--- src/lru_key_value_cache_assert.svh ---
// Assertion macros for the lru_key_value_cache RTL.
`ifndef LRU_KEY_VALUE_CACHE_ASSERT_SVH
`define LRU_KEY_VALUE_CACHE_ASSERT_SVH

`ifndef SYNTHESIS

// Check prop at every clock edge outside reset.
`define LKV_ASSERT(label, clk, rst_n, prop) \
  label: assert property (@(posedge clk) disable iff (!rst_n) (prop)) \
    else $error("lru_key_value_cache: assertion failed");

// Check prop only once the previous edge was outside reset too.
`define LKV_ASSERT_STEADY(label, clk, rst_n, prop) \
  label: assert property (@(posedge clk) disable iff (!rst_n) $past(rst_n) |-> (prop)) \
    else $error("lru_key_value_cache: assertion failed");

`else

`define LKV_ASSERT(label, clk, rst_n, prop)
`define LKV_ASSERT_STEADY(label, clk, rst_n, prop)

`endif

`endif

--- src/lkv_pkg.sv ---
// Types, constants and helpers for the LRU key-value cache.
package lkv_pkg;

  localparam int ENTRIES    = 16;
  localparam int IDX_W      = (ENTRIES > 1) ? $clog2(ENTRIES) : 1;
  localparam int OCC_W      = $clog2(ENTRIES + 1);
  localparam int CAP_W      = 5;
  localparam int DATA_W     = 32;
  localparam int CFG_ADDR_W = 3;

  localparam logic ACT_GET = 1'b0;
  localparam logic ACT_PUT = 1'b1;

  localparam logic REG_CAPACITY = 1'b0;

  localparam logic [CAP_W-1:0]  CAPACITY_RESET = CAP_W'(16);
  localparam logic [DATA_W-1:0] MISS_VALUE     = '1;

  typedef struct packed {
    logic               action;
    logic signed [31:0] key;
    logic signed [31:0] value;
  } in_item_t;

  typedef struct packed {
    logic               hit;
    logic signed [31:0] read_value;
  } out_item_t;

  // Clamp the capacity register to 1 .. ENTRIES.
  function automatic logic [OCC_W-1:0] eff_capacity(input logic [CAP_W-1:0] cap);
    logic [OCC_W-1:0] c;
    if (cap == '0) begin
      c = OCC_W'(1);
    end else if (int'(cap) > ENTRIES) begin
      c = OCC_W'(ENTRIES);
    end else begin
      c = OCC_W'(cap);
    end
    return c;
  endfunction

endpackage

--- src/lru_key_value_cache.sv ---
// Top level of the fully associative LRU key-value cache.
//
//  channel   handshake                        payload                 direction
//  -------   ------------------------------   ---------------------   ---------
//  input     start / busy                     in_item                 in
//  result    out_valid (strobe)               out_item                out
//  config    psel penable pwrite / pready     paddr pwdata / prdata   in / out
//
// One beat is taken per clock; busy is high only while reset is applied.
// A get passes the request register, then the result register: the start edge loads the
// request register, the match and rank update over all 16 entries run from it, and the
// result register takes the answer. A put updates the store and gives no result beat.
// Reset (rst_n low, synchronous) clears valid bits and occupancy and sets capacity to 16.
// The receiver cannot stall: out_valid is a one-cycle strobe.
module lru_key_value_cache (
  input  logic                           clk,
  input  logic                           rst_n,
  input  logic                           start,
  output logic                           busy,
  input  lkv_pkg::in_item_t              in_item,
  output logic                           out_valid,
  output lkv_pkg::out_item_t             out_item,
  input  logic                           psel,
  input  logic                           penable,
  input  logic                           pwrite,
  input  logic [lkv_pkg::CFG_ADDR_W-1:0] paddr,
  input  logic [31:0]                    pwdata,
  output logic [31:0]                    prdata,
  output logic                           pready
);

  logic                      in_valid_r;
  logic                      in_valid_nxt;
  lkv_pkg::in_item_t         in_item_r;
  logic                      out_valid_r;
  logic                      out_valid_nxt;
  lkv_pkg::out_item_t        out_item_r;
  lkv_pkg::out_item_t        resp;
  logic                      resp_valid;
  logic [lkv_pkg::CAP_W-1:0] capacity;

  // Hold off beats only while reset is applied.
  assign busy          = !rst_n;
  assign in_valid_nxt  = start && !busy;
  assign out_valid_nxt = resp_valid;

  lkv_cfg u_cfg (
    .clk      (clk),
    .rst_n    (rst_n),
    .psel     (psel),
    .penable  (penable),
    .pwrite   (pwrite),
    .paddr    (paddr),
    .pwdata   (pwdata),
    .prdata   (prdata),
    .pready   (pready),
    .capacity (capacity)
  );

  lkv_core u_core (
    .clk        (clk),
    .rst_n      (rst_n),
    .capacity   (capacity),
    .req_valid  (in_valid_r),
    .req        (in_item_r),
    .resp_valid (resp_valid),
    .resp       (resp)
  );

  // Control flags take reset; payload registers just follow.
  always_ff @(posedge clk) begin
    if (!rst_n) begin
      in_valid_r  <= 1'b0;
      out_valid_r <= 1'b0;
    end else begin
      in_valid_r  <= in_valid_nxt;
      out_valid_r <= out_valid_nxt;
    end
  end

  always_ff @(posedge clk) begin
    if (in_valid_nxt) begin
      in_item_r <= in_item;
    end
    if (out_valid_nxt) begin
      out_item_r <= resp;
    end
  end

  assign out_valid = out_valid_r;
  assign out_item  = out_item_r;

endmodule

--- src/lkv_cfg.sv ---
// APB-style register slice holding the capacity register.
module lkv_cfg (
  input  logic                           clk,
  input  logic                           rst_n,
  input  logic                           psel,
  input  logic                           penable,
  input  logic                           pwrite,
  input  logic [lkv_pkg::CFG_ADDR_W-1:0] paddr,
  input  logic [31:0]                    pwdata,
  output logic [31:0]                    prdata,
  output logic                           pready,
  output logic [lkv_pkg::CAP_W-1:0]      capacity
);

  logic [lkv_pkg::CAP_W-1:0] cap_r;
  logic [lkv_pkg::CAP_W-1:0] cap_nxt;
  logic                      reg_idx;
  logic                      wr_beat;

  assign reg_idx = paddr[lkv_pkg::CFG_ADDR_W-1];
  assign wr_beat = psel && penable && pwrite && pready;

  always_comb begin
    cap_nxt = cap_r;
    if (wr_beat && reg_idx == lkv_pkg::REG_CAPACITY) begin
      cap_nxt = pwdata[lkv_pkg::CAP_W-1:0];
    end
  end

  always_ff @(posedge clk) begin
    if (!rst_n) begin
      cap_r <= lkv_pkg::CAPACITY_RESET;
    end else begin
      cap_r <= cap_nxt;
    end
  end

  assign prdata   = (reg_idx == lkv_pkg::REG_CAPACITY) ?
                    {{(32-lkv_pkg::CAP_W){1'b0}}, cap_r} : '0;
  assign pready   = 1'b1;
  assign capacity = cap_r;

endmodule

--- src/lkv_core.sv ---
// Entry store with parallel key match, recency ranks and replacement.
`include "lru_key_value_cache_assert.svh"

module lkv_core (
  input  logic                      clk,
  input  logic                      rst_n,
  input  logic [lkv_pkg::CAP_W-1:0] capacity,
  input  logic                      req_valid,
  input  lkv_pkg::in_item_t         req,
  output logic                      resp_valid,
  output lkv_pkg::out_item_t        resp
);

  localparam int N = lkv_pkg::ENTRIES;

  logic [lkv_pkg::DATA_W-1:0] key_r   [N];
  logic [lkv_pkg::DATA_W-1:0] val_r   [N];
  logic [lkv_pkg::IDX_W-1:0]  rank_r  [N];
  logic [lkv_pkg::IDX_W-1:0]  rank_nxt[N];
  logic [N-1:0]               valid_r;
  logic [N-1:0]               valid_nxt;
  logic [lkv_pkg::OCC_W-1:0]  occ_r;
  logic [lkv_pkg::OCC_W-1:0]  occ_nxt;

  logic [N-1:0]               match;
  logic [N-1:0]               lru_oh;
  logic [N-1:0]               free_oh;
  logic [N-1:0]               target_oh;
  logic                       hit;
  logic                       full;
  logic                       is_put;
  logic                       update;
  logic [lkv_pkg::IDX_W-1:0]  hit_rank;
  logic [lkv_pkg::DATA_W-1:0] hit_val;
  logic [lkv_pkg::OCC_W-1:0]  last_rank;

  assign is_put    = (req.action == lkv_pkg::ACT_PUT);
  assign full      = (occ_r >= lkv_pkg::eff_capacity(capacity));
  assign last_rank = occ_r - 1'b1;
  // First free slot: lowest clear valid bit.
  assign free_oh   = ~valid_r & (valid_r + 1'b1);

  always_comb begin
    hit_rank = '0;
    hit_val  = '0;
    for (int i = 0; i < N; i++) begin
      match[i]  = valid_r[i] && (key_r[i] == req.key);
      lru_oh[i] = valid_r[i] && ({1'b0, rank_r[i]} == last_rank);
      if (match[i]) begin
        hit_rank = hit_rank | rank_r[i];
        hit_val  = hit_val | val_r[i];
      end
    end
    hit = |match;
  end

  assign target_oh = hit ? match : (full ? lru_oh : free_oh);
  assign update    = req_valid && (hit || is_put);

  // Target becomes most recent; a hit ages the entries ahead of it, a put
  // miss ages every other held entry; a get miss changes nothing.
  always_comb begin
    valid_nxt = valid_r;
    occ_nxt   = occ_r;
    for (int i = 0; i < N; i++) begin
      rank_nxt[i] = rank_r[i];
      if (update) begin
        if (target_oh[i]) begin
          rank_nxt[i] = '0;
        end else if (valid_r[i] && (!hit || rank_r[i] < hit_rank)) begin
          rank_nxt[i] = rank_r[i] + 1'b1;
        end
      end
    end
    if (update && !hit) begin
      valid_nxt = valid_r | target_oh;
      if (!full) begin
        occ_nxt = occ_r + 1'b1;
      end
    end
  end

  always_ff @(posedge clk) begin
    if (!rst_n) begin
      valid_r <= '0;
      occ_r   <= '0;
    end else begin
      valid_r <= valid_nxt;
      occ_r   <= occ_nxt;
    end
  end

  always_ff @(posedge clk) begin
    for (int i = 0; i < N; i++) begin
      rank_r[i] <= rank_nxt[i];
      if (update && is_put && target_oh[i]) begin
        key_r[i] <= req.key;
        val_r[i] <= req.value;
      end
    end
  end

  assign resp_valid      = req_valid && !is_put;
  assign resp.hit        = hit;
  assign resp.read_value = hit ? hit_val : lkv_pkg::MISS_VALUE;

  `LKV_ASSERT(a_one_match, clk, rst_n, $onehot0(match))
  `LKV_ASSERT(a_occ_count, clk, rst_n, $countones(valid_r) == occ_r)
  `LKV_ASSERT(a_target_one, clk, rst_n, !(update && is_put) || $onehot(target_oh))
  `LKV_ASSERT_STEADY(a_occ_grow, clk, rst_n,
    occ_r == $past(occ_r) || occ_r == $past(occ_r) + 1'b1)

endmodule

--- config.mk ---
export PLATFORM = sky130hd
export DESIGN_NAME = lru_key_value_cache
export DESIGN_NICKNAME = d
export VERILOG_FILES = /design/src/lkv_pkg.sv /design/src/lru_key_value_cache.sv /design/src/lkv_cfg.sv /design/src/lkv_core.sv
export VERILOG_INCLUDE_DIRS = /design/src /design/src/src
export SDC_FILE = /design/constraint.sdc
export NUM_CORES = 2
export LEC_CHECK = 0
export BUFFER_PORTS_ARGS = -buffer_cell sky130_fd_sc_hd__buf_4
export CORE_MARGIN = 5
export CORE_UTILIZATION = 25
export CTS_CLUSTER_DIAMETER = 40
export DETAILED_ROUTE_END_ITERATION = 7
export GPL_TIMING_DRIVEN = 0
export SLEW_MARGIN = 20
export SYNTH_ARGS = -nofsm -noshare
export SYNTH_HDL_FRONTEND = slang
export SYNTH_SLANG_ARGS = --single-unit
--- constraint.sdc ---
create_clock -name clk -period 20 [get_ports clk]
set_input_delay 4 -clock clk [delete_from_list [all_inputs] [get_ports clk]]
set_output_delay 4 -clock clk [all_outputs]
set_load 0.02 [all_outputs]
==> flow_summary.json <==
{
  "status": "finished clean",
  "drtAntennaViolNets": 0,
  "fin_worst_skew_ps": 68.2,
  "dieHeight_um": 459,
  "row_count": 164,
  "r2r_start": "in_item_r[32]$_DFFE_PP_",
  "yosys_warnings": 0,
  "htreeDepth": 4,
  "num_io_pins": 174,
  "nets": 3675,
  "ctsHoldBuffers": 0,
  "synthTopCellsByArea": "edfxtp_1, xnor2_1, nand4_1",
  "finalCritPeriodShare_pct": 46.4,
  "hp-start": "u_cfg.capacity[0]$_SDFFE_PN0P_",
  "syn_avg_cell_area_um2": 16.2,
  "drive_above_1_share_pct": 17.6,
  "cts_root_buf": "clkbuf_16",
  "start_kind": "primary input",
  "coreArea_um2": 200000,
  "io_buffers": 116,
  "cts-resized-gates": 0,
  "reg2reg_depth": 17,
  "synth_area_leader_cell": "edfxtp_1",
  "routed_via_density": 4.90,
  "finalHoldViolCount": 0,
  "postCtsSetupBuffers": 0,
  "worst_path_most_repeated_cell": "buf_4",
  "worstPathRequired_ps": 16000,
  "place_congestion": 0.896,
  "grt_pass1_vias": 30000,
  "grt_pass1_wl_um": 234000,
  "tns_ps": 0,
  "critPathMaxFanout": 10,
  "synth_edf_count": 1186,
  "vdd_ir_drop_max_mv": 0.0858,
  "maxSlewViolCount": 0,
  "async_flop_share_pct": 0,
  "end_kind": "primary output",
  "relSlewSlack_pct": 14.2,
  "ys_types": 70,
  "crit_buf_inv": 4,
  "max_freq_mhz": 108,
  "wire_per_inst_um": 26.8,
  "num_vias": 30900,
  "synthFlopType": "edfxtp_1",
  "rsz0062_at_grt": "false",
  "grt.total_usage_pct": 15.6,
  "slowest_stage": "clkbuf_1",
  "worstMarginPinSlew_ps": 1290,
  "setup_viol": 0,
  "synth.most_common_cell": "edfxtp_1",
  "grt_max_degree": 27,
  "die_area_um2": 211000,
  "fin_util_pct": 31.2,
  "clk_latency_ps": 830,
  "critPathKind": "in2out",
  "fin_crit_ps": 9290,
  "slowest_delay_ps": 630,
  "cts_buffers": 168,
  "clk_pin_slew_ps": 40,
  "dp_slack_ps": 10710,
  "min_path_type": "reg2reg",
  "holdPathStages": 2,
  "power_density_nw_per_um2": 98.3,
  "cp_top_family": "buffers and inverters",
  "maxCapViolCount": 0,
  "cts.sinks": 1214,
  "tritoncts": "done",
  "leakage_nw": 19.4,
  "area_growth_pct": 24.0,
  "synth_common_cells": "edfxtp_1, xnor2_1, nand4_1",
  "hpwlAfterDp_um": 111000,
  "drc": 0,
  "yosys_register_bits": 1214,
  "setup_slack_ps": 10710,
  "drt_iter0_markers": 4099,
  "r2r_slack_ps": 12540,
  "rr_endpoint": "u_core.rank_r[1][23]$_SDFFCE_PP0P_",
  "antenna_found_initial": 5,
  "ys_seq_area_share_pct": 71.8,
  "netlist_area_um2": 50400,
  "overflow": 0,
  "wirelength_um": 169000,
  "start_util_pct": 25.2,
  "clk_path_buf_depth": 3,
  "fin_cells": 6299,
  "synthCells": 3110,
  "drt_pre_antenna_iters": 7,
  "dp.cells": 5983,
  "hold_end": "u_cfg.capacity[0]$_SDFFE_PN0P_",
  "synth.top_cell.area_share_pct": 70.7,
  "crit_chain": "buf_4 > clkinv_1 > clkbuf_1 > buf_4",
  "fp.dieW_um": 459,
  "crit_arrival_ps": 5290
}
## tightest hold or removal path, stage by stage (launching register included)
cell and delay, ps:
dfxtp_1 340, mux2i_1 80, nor2_1 70
## metrics by stage
step | area, µm² | power, mW | hold slack (ps)
2_1_floorplan | 50500 | 3.03 | 479
3_3_place_gp | 54700 | 3.14 | 515
3_5_place_dp | 56600 | 3.15 | 541
4_1_cts | 62400 | 6.17 | 553
5_1_grt | 62400 | 6.31 | 600
6_report | 62400 | 6.14 | 540
## worst max path at each step
stage | start | end | slack (ps) | depth (start not counted)
floorplan | rst_n | busy | 11490 | 2
global placement | in_item_r[32]$_DFFE_PP_ | u_core.key_r[1][162]$_DFFE_PP_ | 7390 | 10
detailed placement | rst_n | busy | 10710 | 4
CTS | rst_n | busy | 10700 | 4
global route | rst_n | busy | 10650 | 4
finish | rst_n | busy | 10710 | 4
## state kept, by name (all words and copies together), names as in the netlist, 5 cells and up
signal,flops
u_core.key_r,512
u_core.val_r,512
in_item_r,65
u_core.rank_r,64
out_item,33
u_core.valid_r,16
u_cfg.capacity,5
u_core.occ_r,5
## cells by family after synthesis
| kind of cell | Yosys count | share of synthesized area [%] |
|---|---|---|
| xor gates and xnor gates | 606 | 10.6 |
| buffers and inverters | 204 | 2.62 |
| muxes | 6 | 0.122 |
| other | 2 | 0.0149 |
| and+or+nand+nor | 560 | 6.27 |
| AOI/OAI and AO/OA | 447 | 6.85 |
| adders and majority gates | 71 | 1.76 |
| DFF | 1214 | 71.8 |
## area by class of cell
class,count,area (µm²)
Clock buffer,191,4320
Buffer,181,1250
Tap cell,2656,3320
Inverter,23,86.3
Timing Repair Buffer,192,2600
Antenna cell,1,2.50
Multi-Input combinational cell,1718,13200
Clock inverter,123,1530
Fill cell,19400,138000
Sequential cell,1214,36200
## power by group
part	switching [mW]	internal [mW]	total, mW
registers	0.0564	2.82	2.87
logic	0.134	0.0894	0.223
clock network	1.22	1.82	3.04
total	1.41	4.73	6.14
## per-layer routing
| layer | vias up | part of all wire (%) | track usage [%] |
|---|---|---|---|
| met4 | 0 | 3.9 | 6.09 |
| met5 | - | 0 | 0 |
| met2 | 1844 | 47 | 25.3 |
| li1 | 12900 | - | - |
| met3 | 355 | 9.6 | 3.38 |
| met1 | 15800 | 40 | 20.4 |
## cells in the final DEF (no fill, tap or decap), drive strengths merged, types with 3 or more instances in the layout
cell type,count
a22o,102
and3,53
xor2,104
nand3,53
a211o,16
and4,6
nor4,36
nor2b,8
conb,28
a21o,11
clkbuf,241
or2,5
a22oi,78
dfxtp,28
ha,71
o2111ai,3
nor3b,4
bufinv,17
a21oi,57
edfxtp,1186
buf,323
nand4,163
xnor2,502
a221oi,103
o31ai,16
a2111oi,4
inv,50
or4,6
o21ai,28
nand2b,22
nor4b,3
and2,22
nor2,111
clkinv,62
mux2i,5
clkinvlp,17
nand2,16
nor3,46
o21a,8
Power figures use the tool's default switching activity.
